$ cat src/rtl/kdlp_pkg.sv
// Shared types and constants for the key debounce block.
// No dependencies; imported by the lane, merge and top modules.
package kdlp_pkg;

  localparam int unsigned CfgW = 8;
  localparam logic [7:0]  LevelStep = 8'h3F;

  // Register indexes
  localparam logic [1:0] RegRise = 2'd0;
  localparam logic [1:0] RegFall = 2'd1;
  localparam logic [1:0] RegLong = 2'd2;

  // Register reset values
  localparam logic [CfgW-1:0] RiseReset = 8'd200;
  localparam logic [CfgW-1:0] FallReset = 8'd55;
  localparam logic [CfgW-1:0] LongReset = 8'd25;

  typedef struct packed {
    logic [CfgW-1:0] rise_thr;
    logic [CfgW-1:0] fall_thr;
    logic [CfgW-1:0] long_ticks;
  } cfg_t;

  typedef struct packed {
    logic deb;
    logic shrt;
    logic lng;
  } lane_res_t;

endpackage

$ cat src/rtl/kdlp_lane.sv
// One key lane: leaky level filter, Schmitt flag and hold counter.
// Depends on kdlp_pkg for the configuration and result types.
module kdlp_lane (
  input  logic                clk_i,
  input  logic                rst_ni,
  input  logic                en_i,
  input  logic                raw_i,
  input  kdlp_pkg::cfg_t      cfg_i,
  output kdlp_pkg::lane_res_t res_o
);
  import kdlp_pkg::*;

  logic [7:0] level_q, level_d;
  logic       flag_q, flag_d;
  logic [7:0] cnt_q, cnt_d;
  logic       rep_q, rep_d;
  logic [7:0] decayed;
  logic       flag_set;

  // Update filter, flag and counter for this tick
  always_comb begin
    decayed  = level_q - (level_q >> 2);
    level_d  = raw_i ? decayed + LevelStep : decayed;
    flag_set = (level_d > cfg_i.rise_thr) ? 1'b1 : flag_q;
    flag_d   = (level_d < cfg_i.fall_thr) ? 1'b0 : flag_set;
    cnt_d    = cnt_q;
    rep_d    = rep_q;
    res_o.deb  = flag_d;
    res_o.shrt = 1'b0;
    res_o.lng  = 1'b0;
    if (flag_d) begin
      if (cnt_q < cfg_i.long_ticks) begin
        cnt_d = cnt_q + 8'd1;
      end
      if ((cnt_d >= cfg_i.long_ticks) && !rep_q) begin
        rep_d     = 1'b1;
        res_o.lng = 1'b1;
      end
    end else begin
      res_o.shrt = (cnt_q != 8'd0) && (cnt_q < cfg_i.long_ticks);
      cnt_d      = 8'd0;
      rep_d      = 1'b0;
    end
  end

  // Advance lane state on each accepted tick
  always_ff @(posedge clk_i or negedge rst_ni) begin
    if (!rst_ni) begin
      level_q <= 8'd0;
      flag_q  <= 1'b0;
      cnt_q   <= 8'd0;
      rep_q   <= 1'b0;
    end else if (en_i) begin
      level_q <= level_d;
      flag_q  <= flag_d;
      cnt_q   <= cnt_d;
      rep_q   <= rep_d;
    end
  end

endmodule

$ cat src/rtl/kdlp_merge.sv
// Merge stage: packs lane results into key vectors and buffers two results.
// Depends on kdlp_pkg for the lane result type.
module kdlp_merge #(
  parameter int unsigned KEYS = 2
) (
  input  logic                            clk_i,
  input  logic                            rst_ni,
  input  logic                            push_i,
  input  kdlp_pkg::lane_res_t [KEYS-1:0]  lanes_i,
  output logic                            full_o,
  output logic                            out_valid_o,
  input  logic                            out_ready_i,
  output logic [KEYS-1:0]                 debounced_keys_o,
  output logic [KEYS-1:0]                 short_press_o,
  output logic [KEYS-1:0]                 long_press_o
);
  import kdlp_pkg::*;

  localparam int unsigned EntW = 3 * KEYS;

  logic [EntW-1:0] buf_q [2];
  logic [EntW-1:0] packed_res;
  logic            wr_ptr_q, rd_ptr_q;
  logic [1:0]      count_q;
  logic            pop;
  logic [KEYS-1:0] deb_v, shrt_v, lng_v;

  // Combine lane flags into per-field vectors
  always_comb begin
    for (int k = 0; k < KEYS; k++) begin
      deb_v[k]  = lanes_i[k].deb;
      shrt_v[k] = lanes_i[k].shrt;
      lng_v[k]  = lanes_i[k].lng;
    end
    packed_res = {lng_v, shrt_v, deb_v};
  end

  assign pop         = out_valid_o && out_ready_i;
  assign out_valid_o = (count_q != 2'd0);
  assign full_o      = (count_q == 2'd2);

  // Track fill level and pointers of the result buffer
  always_ff @(posedge clk_i or negedge rst_ni) begin
    if (!rst_ni) begin
      wr_ptr_q <= 1'b0;
      rd_ptr_q <= 1'b0;
      count_q  <= 2'd0;
    end else begin
      if (push_i) begin
        wr_ptr_q <= ~wr_ptr_q;
      end
      if (pop) begin
        rd_ptr_q <= ~rd_ptr_q;
      end
      if (push_i && !pop) begin
        count_q <= count_q + 2'd1;
      end else if (pop && !push_i) begin
        count_q <= count_q - 2'd1;
      end
    end
  end

  // Store merged result on each transfer in
  always_ff @(posedge clk_i) begin
    if (push_i) begin
      buf_q[wr_ptr_q] <= packed_res;
    end
  end

  assign debounced_keys_o = buf_q[rd_ptr_q][KEYS-1:0];
  assign short_press_o    = buf_q[rd_ptr_q][2*KEYS-1:KEYS];
  assign long_press_o     = buf_q[rd_ptr_q][3*KEYS-1:2*KEYS];

endmodule

$ cat src/rtl/key_debounce_long_press.sv
// A scan tick's result is registered into the result buffer on transfer in.
// One scan tick per cycle while the buffer is not full; lanes update together.
// A two-entry result buffer keeps input transfers going while a result waits.
// Reset (rst_ni low, async) clears all lane levels, flags, counters and the
// buffer, and loads thresholds 200, 55 and long-press ticks 25.
// Top level: APB registers, one lane per key, merge stage.
module key_debounce_long_press #(
  parameter int unsigned KEYS = 2
) (
  input  logic            clk_i,
  input  logic            rst_ni,
  input  logic            psel,
  input  logic            penable,
  input  logic            pwrite,
  input  logic [3:0]      paddr,
  input  logic [31:0]     pwdata,
  output logic [31:0]     prdata,
  output logic            pready,
  input  logic            in_valid_i,
  output logic            in_ready_o,
  input  logic [KEYS-1:0] raw_keys_i,
  output logic            out_valid_o,
  input  logic            out_ready_i,
  output logic [KEYS-1:0] debounced_keys_o,
  output logic [KEYS-1:0] short_press_o,
  output logic [KEYS-1:0] long_press_o
);
  import kdlp_pkg::*;

  cfg_t                  cfg_q;
  logic [1:0]            reg_idx;
  logic                  cfg_wr;
  logic                  accept;
  logic                  full;
  lane_res_t [KEYS-1:0]  lane_res;

  assign pready  = 1'b1;
  assign reg_idx = paddr[3:2];
  assign cfg_wr  = psel && penable && pwrite && pready;

  // Write configuration registers
  always_ff @(posedge clk_i or negedge rst_ni) begin
    if (!rst_ni) begin
      cfg_q.rise_thr   <= RiseReset;
      cfg_q.fall_thr   <= FallReset;
      cfg_q.long_ticks <= LongReset;
    end else if (cfg_wr) begin
      case (reg_idx)
        RegRise: cfg_q.rise_thr   <= pwdata[CfgW-1:0];
        RegFall: cfg_q.fall_thr   <= pwdata[CfgW-1:0];
        RegLong: cfg_q.long_ticks <= pwdata[CfgW-1:0];
        default: ;
      endcase
    end
  end

  // Read back configuration registers
  always_comb begin
    case (reg_idx)
      RegRise: prdata = {24'd0, cfg_q.rise_thr};
      RegFall: prdata = {24'd0, cfg_q.fall_thr};
      RegLong: prdata = {24'd0, cfg_q.long_ticks};
      default: prdata = 32'd0;
    endcase
  end

  assign in_ready_o = !full;
  assign accept     = in_valid_i && in_ready_o;

  // One lane per key
  for (genvar k = 0; k < KEYS; k++) begin : g_lane
    kdlp_lane u_lane (
      .clk_i  (clk_i),
      .rst_ni (rst_ni),
      .en_i   (accept),
      .raw_i  (raw_keys_i[k]),
      .cfg_i  (cfg_q),
      .res_o  (lane_res[k])
    );
  end

  kdlp_merge #(.KEYS(KEYS)) u_merge (
    .clk_i            (clk_i),
    .rst_ni           (rst_ni),
    .push_i           (accept),
    .lanes_i          (lane_res),
    .full_o           (full),
    .out_valid_o      (out_valid_o),
    .out_ready_i      (out_ready_i),
    .debounced_keys_o (debounced_keys_o),
    .short_press_o    (short_press_o),
    .long_press_o     (long_press_o)
  );

endmodule

$ cat config.mk
export PLATFORM = sky130hd
export DESIGN_NAME = key_debounce_long_press
export DESIGN_NICKNAME = d
export VERILOG_FILES = /design/src/rtl/kdlp_pkg.sv /design/src/rtl/kdlp_lane.sv /design/src/rtl/kdlp_merge.sv /design/src/rtl/key_debounce_long_press.sv
export SDC_FILE = /design/constraint.sdc
export NUM_CORES = 1
export LEC_CHECK = 0
export BUFFER_PORTS_ARGS = -buffer_cell sky130_fd_sc_hd__buf_2
export CELL_PAD_IN_SITES_DETAIL_PLACEMENT = 1
export CELL_PAD_IN_SITES_GLOBAL_PLACEMENT = 1
export CORE_MARGIN = 2
export CORE_UTILIZATION = 45
export CTS_BUF_LIST = sky130_fd_sc_hd__clkbuf_16
export DETAILED_ROUTE_END_ITERATION = 8
export GPL_ROUTABILITY_DRIVEN = 0
export GPL_TIMING_DRIVEN = 0
export PLACE_DENSITY_LB_ADDON = 0.1
export SLEW_MARGIN = 10
export SYNTH_ARGS = -nofsm -noshare
export SYNTH_HDL_FRONTEND = slang
export SYNTH_SLANG_ARGS = --single-unit
$ cat constraint.sdc
create_clock -name clk_i -period 4.6 [get_ports clk_i]
set_clock_uncertainty 0.2 [all_clocks]
set_input_delay 0.92 -clock clk_i [delete_from_list [all_inputs] [get_ports clk_i]]
set_output_delay 0.92 -clock clk_i [all_outputs]
set_load 0.03 [all_outputs]
# Word level (Yosys, flattened, before mapping)
# Memory sizes are Yosys's and may differ from the RTL's.
# Cells that the tools add are included.
dict set report classes {
  bitwise 2
  div_mod_pow 0
  n_reduce_logical 25
  eq_ne 5
  multipliers 0
  muxes 27
  magnitude_cmp 8
  shift 0
  n_addsub 8
}
# op n
set ops {}
lappend ops {{two-way mux 8 bit} 8}
lappend ops {{less-than comparator 8 bit} 4}
lappend ops {{one-hot mux 8 bit (3 select lines)} 1}
lappend ops {{adder 8 x 1 -> 8 bit (second input constant)} 2}
lappend ops {{adder 8 x 6 -> 8 bit (second input constant)} 2}
lappend ops {{>= comparator 8 bit} 2}
lappend ops {{greater-than comparator 8 bit} 2}
lappend ops {{two-way mux 1 bit} 16}
lappend ops {{nonzero test 8 bit} 2}
lappend ops {{subtractor 8 x 6 -> 8 bit} 2}
lappend ops {{logical AND 1 bit} 10}
lappend ops {{AND reduction 2 bit} 5}
lappend ops {{logical NOT 1 bit} 5}
lappend ops {{equality test 2 bit (second input constant)} 2}
lappend ops {{two-way mux 2 bit} 2}
lappend ops {{inequality test 2 bit (second input constant)} 2}
lappend ops {{nonzero test 2 bit} 2}
lappend ops {{adder 2 x 1 -> 2 bit (second input constant)} 1}
lappend ops {{equality test 2 x 1 -> 1 bit (second input constant)} 1}
lappend ops {{logical NOT 2 bit} 1}
lappend ops {{NOT 1 bit} 2}
lappend ops {{subtractor 2 x 1 -> 2 bit (second input constant)} 1}
dict set report totals {
  out_inout_bits 41
  latchBits 0
  wordCells 90
  memories 1
  input_bits 45
  mem_bits_rw 12
  rom_bits 0
  register_bits 64
}
# name depth word_bits rd rd_ports_with_merged_regs wr line
set memory_table {}
lappend memory_table {u_merge.buf_q 2 6 1 0 1 kdlp_merge.sv:21} ;# logic [EntW-1:0] buf_q [2];

# Depth between registers and ports, before layout
dict set report logic_depth {
  word_depth 11
  mapped_depth 19
  ltp_nobuf 18
}

# Cells and area by module
# Synthesis repeated with hierarchy kept, for this count alone.
dict set report unflattened {
  hier_cells 675
  area_unflattened_um2 6424.9
}
# module n_inst area_each_um2 cells_per_inst
set modules_own_cells {}
lappend modules_own_cells {{kdlp_lane (g_lane[1].u_lane)} 1 2316.0 273}
lappend modules_own_cells {{kdlp_lane (g_lane[0].u_lane)} 1 2117.0 257}
lappend modules_own_cells {key_debounce_long_press 1 1357.6 110}
lappend modules_own_cells {kdlp_merge 1 634.4 35}

# Worst setup path before layout
# Ideal clock, no wire load.
dict set report synth_timing {
  kind {reg2reg}
  from {register g_lane[0].u_lane.level_q[2]}
  to {register g_lane[0].u_lane.cnt_q[7]}
  synth_period_minus_slack_ns 3.920
  n_path_buf 0
  stages_incl_launch_ff 17
  arrival_time_ns 3.633
  t_required_ns 4.313
  setup_ns 0.087
  slack_ns 0.680
  path_cell_list {dfrtp_1 > ha_1 > fa_1 > nand2b_1 > a21oi_1 > nor4_1 > a311oi_1 > o311ai_2 > xnor2_1 > ha_1 > nand2_1 > nor2_1 > o211ai_1 > o21a_1 > or3_1 > or4_1 > o211ai_1}
}
dict set report synth_between {
  elab_chain_len 7
  word_cells_on_any_way 8
}
# item line
set synth_rtl {}
lappend synth_rtl {{start, declared} kdlp_lane.sv:13} ;# logic [7:0] level_q, level_d;
lappend synth_rtl {{start signal, assigned} kdlp_lane.sv:54} ;# level_q <= level_d;
lappend synth_rtl {{subtractor 8 x 6 -> 8 bit (*)} kdlp_lane.sv:22} ;# decayed = level_q - (level_q >> 2);
lappend synth_rtl {{adder 8 x 6 -> 8 bit} kdlp_lane.sv:23} ;# level_d = raw_i ? decayed + LevelStep : decayed;
lappend synth_rtl {{two-way mux 8 bit (*)} kdlp_lane.sv:23}
lappend synth_rtl {{named net g_lane[0].u_lane.level_d[7]} kdlp_lane.sv:13}
lappend synth_rtl {{greater-than comparator 8 bit} kdlp_lane.sv:24} ;# flag_set = (level_d > cfg_i.rise_thr) ? 1'b1 : flag_q;
lappend synth_rtl {{two-way mux 1 bit} kdlp_lane.sv:24}
lappend synth_rtl {{two-way mux 1 bit (*)} kdlp_lane.sv:25} ;# flag_d = (level_d < cfg_i.fall_thr) ? 1'b0 : flag_set;
lappend synth_rtl {{two-way mux 8 bit (*)} kdlp_lane.sv:31} ;# if (flag_d) begin
lappend synth_rtl {{end signal, assigned} kdlp_lane.sv:56} ;# cnt_q <= cnt_d;
lappend synth_rtl {{end, declared} kdlp_lane.sv:15} ;# logic [7:0] cnt_q, cnt_d;
# The timed path passes the listed nets; every way through them passes the cells marked *.
# A chain may end at the register's enable or synchronous reset.

==> impl_results.rst <==
.. list-table::
   :header-rows: 1

   * - Metric
     - Value
   * - Clock slew at the register clock pins of the worst setup and hold paths
     - 0.06 ns
   * - Path class of the lowest-slack min-delay path
     - reg2reg
   * - Die W
     - 119.0 um
   * - Htree depth
     - 3
   * - Largest area contributor in the synthesized netlist
     - dfrtp_1
   * - First-pass GRT wire length
     - 26940 um
   * - Most used cells in the layout excluding fill and tap cells
     - nand2_1, ha_1, dfrtp_1
   * - Count of inserted antenna diode cells
     - 0
   * - Drt first pass iters
     - 4
   * - Cell chosen for the clock root
     - clkbuf_16
   * - Number of synthesized register bits
     - 76
   * - Number of synthesized flops with an enable pin
     - 12
   * - Worst endpoint data arrival time
     - 4.28 ns
   * - Share of flip-flops with an asynchronous set or reset
     - 84.21%
   * - Cell row count
     - 42
   * - Max cap viols
     - 0
   * - Post-synthesis cell count
     - 639
   * - Final Hold Violating Endpoints
     - 0
   * - Leading cell type in the layout, fill and taps excluded
     - nand2_1
   * - Detailed router's first-iteration violation count
     - 152
   * - Remaining max-slew budget at the tightest pin
     - 47.99%
   * - Synth Flop Type
     - dfrtp_1
   * - Clock tree from TritonCTS
     - yes
   * - Type of the setup path with the least slack
     - reg2reg
   * - DRC
     - 0
   * - Type of element launching the critical path
     - register
   * - Library cells used by synthesis
     - 66
   * - Insertion delay to the later sink of the worst-skew pair
     - 0.34 ns
   * - Finish-stage setup viols
     - 0
   * - Final #Nets
     - 838
   * - Top post-synthesis cells by area
     - dfrtp_1, ha_1, edfxtp_1, nand2_1, dfstp_2
   * - Worst Max-Slew Pin Slew
     - 0.7785 ns
   * - Number of buffers between clock root and the deepest sink
     - 2
   * - Total number of vias
     - 4925
   * - Mean routed wirelength per cell
     - 18.21 um
   * - Number of global-route vias before repair
     - 5252
   * - Worst hold path stage count
     - 1
   * - Worst Setup End Kind
     - register
   * - GR Util All Layers
     - 24.22%
   * - Maximum number of pins on one net before global-route repair
     - 36
   * - CTS sink cnt
     - 76
   * - Final routed wirelength across all metal layers
     - 16270 um
   * - R2r worst-path depth
     - 18
   * - Vias/cell
     - 5.515
   * - Final Slew Violations
     - 0
   * - Mapped cell area
     - 5947 sq um
   * - Half-perimeter wire length after placement
     - 12430 um
   * - Number of antenna violations at the first check in global routing
     - 0
   * - Final cycle utilization of the critical path
     - 95.62%
   * - Number of nets with antenna violations after detailed routing
     - 0
   * - Time the final worst path needs with I/O delays and setup
     - 4.399 ns
   * - Fraction of the yosys area taken by sequential cells
     - 33.22%
   * - CTS buffer count
     - 9
   * - Max Fclk
     - 227.3 MHz
   * - Fraction of synthesized cell area taken by the top area cell type
     - 22.30%
   * - Area added between synthesis and finish
     - 16.01%
   * - Die extent in y
     - 119.0 um
   * - IO Port Bufs
     - 34
   * - Floorplan die area
     - 14150 sq um
   * - Yosys synthesis warning count
     - 0
   * - Initial core utilization
     - 45.45%
   * - Number of top-level pins
     - 86
   * - Max Fanout on Critical Path
     - 10
   * - RSZ-0062 raised after global routing
     - yes
   * - Data required time of the critical path
     - 4.48 ns
   * - Share of cells above drive strength 1
     - 21.06%
   * - Total gr overflow
     - 0
   * - Outcome
     - completed
   * - Finished Core Util
     - 52.73%
   * - Post-synthesis area per instance
     - 9.307 sq um
   * - Core area
     - 13090 sq um
-- metal layers --
| layer | routed length, um | GRT usage [%] | vias up |
|---|---|---|---|
| met2 | 8087 | 42.74 | 74 |
| met1 | 7536 | 31.18 | 2474 |
| met4 | 202 | 6.250 | 0 |
| met5 | 0 | 0 | - |
| li1 | - | - | 2364 |
| met3 | 438 | 3.352 | 13 |
-- per-stage QoR --
stage | std cells | TNS, ns | cell area (sq um) | setup slack (ns) | hold slack [ns]
finish | 893 | 0 | 6899 | 0.2013 | 0.2931
global route | 893 | -0.3029 | 6899 | -0.07447 | 0.3133
CTS | 889 | 0 | 6773 | 0.02581 | 0.2951
detailed placement | 873 | -0.4325 | 6446 | -0.06674 | 0.2828
global placement | 872 | 0 | 6424 | 0.1287 | 0.2675
floorplan | 662 | 0 | 6033 | 0.6805 | 0.2498
-- synthesized netlist by cell type, drive strengths merged, types with 3 or more instances --
cell type	instances
nand2	84
ha	79
dfrtp	53
o21ai	53
inv	44
a21oi	29
buf	29
nor2	21
mux2	20
xnor2	20
xor2	20
a21o	14
nor3	14
edfxtp	12
clkbuf	11
dfstp	11
mux2i	10
nand3	10
nand2b	9
nand4	9
a211oi	8
nor2b	6
o211ai	5
o2bb2ai	5
or2	5
a22o	4
and3	4
nor4	4
o22ai	4
or3	4
o21a	3
o311ai	3
-- flip-flops by register name, summed over array words and instances, names as in the netlist --
register	flops
cfg_q	24
u_merge.count_q	2
u_merge.buf_q	12
g_lane.u_lane.cnt_q	16
g_lane.u_lane.rep_q	2
u_merge.wr_ptr_q	1
u_merge.rd_ptr_q	1
g_lane.u_lane.flag_q	2
g_lane.u_lane.level_q	16
-- critical path, stage by stage (launching register included) --
cell and delay [ns]:
dfrtp_1 0.36, inv_1 0.06, ha_1 0.22, fa_1 0.43
nand2b_1 0.22, a21oi_2 0.21, nor4_1 0.08, a311oi_2 0.36
o311ai_4 0.18, xnor2_2 0.20, ha_1 0.33, nand2_1 0.08
nor2_2 0.14, o211ai_1 0.10, o21a_1 0.17, or3_4 0.42
clkbuf_4 0.22, inv_1 0.10, nor2_1 0.06
-- path summary, 6_finish.rpt --
path,startpoint,endpoint,slack (ns)
min reg2reg,u_merge.count_q[1]$_DFFE_PN0P_,u_merge.count_q[1]$_DFFE_PN0P_,0.29
max reg2reg,g_lane[0].u_lane.level_q[0]$_DFFE_PN0P_,u_merge.buf_q[0][2]$_DFFE_PP_,0.20
max,g_lane[0].u_lane.level_q[0]$_DFFE_PN0P_,u_merge.buf_q[0][2]$_DFFE_PP_,0.20
min in group asynchronous,rst_ni,g_lane[0].u_lane.cnt_q[1]$_DFFE_PN0P_,0.33
min,u_merge.count_q[1]$_DFFE_PN0P_,u_merge.count_q[1]$_DFFE_PN0P_,0.29
max in group asynchronous,rst_ni,cfg_q[23]$_DFFE_PN1P_,3.25
-- cells by family (layout without fill, tap and decap cells) --
| kind of cell | after synthesis | after routing | synth area share, % |
|---|---|---|---|
| DFF | 76 | 76 | 33.22 |
| buffers and inverters | 84 | 139 | 6.964 |
| muxes | 30 | 30 | 5.533 |
| adders and majority gates | 81 | 81 | 17.29 |
| AOI/OAI and AO/OA | 147 | 147 | 16.52 |
| xor gates and xnor gates | 40 | 40 | 5.891 |
| and+or+nand+nor | 179 | 179 | 14.45 |
| other | 2 | 25 | 0.1263 |
-- final cells by class --
| cell class | count | area (sq um) |
|---|---|---|
| sequential | 76 | 1976 |
| tap | 176 | 220.2 |
| fill | 1526 | 6186 |
| buffer | 40 | 251.5 |
| clock buffer | 9 | 225.2 |
| inverter | 44 | 167.7 |
| multi-input combinational | 502 | 3754 |
| clock inverter | 7 | 82.58 |
| timing repair buffer | 39 | 222.7 |
-- timing repair --
item / in CTS / in global routing
pin swaps: 0 / 3
buffers inserted: 0 / 4
hold buffers: 0 / 0
resized for setup: 3 / 18
setup endpoints to repair: 14 / 28
Power is left out: the tool's default activity adds up to more than one toggle a clock period on the data nets, which glitch-free logic cannot reach.
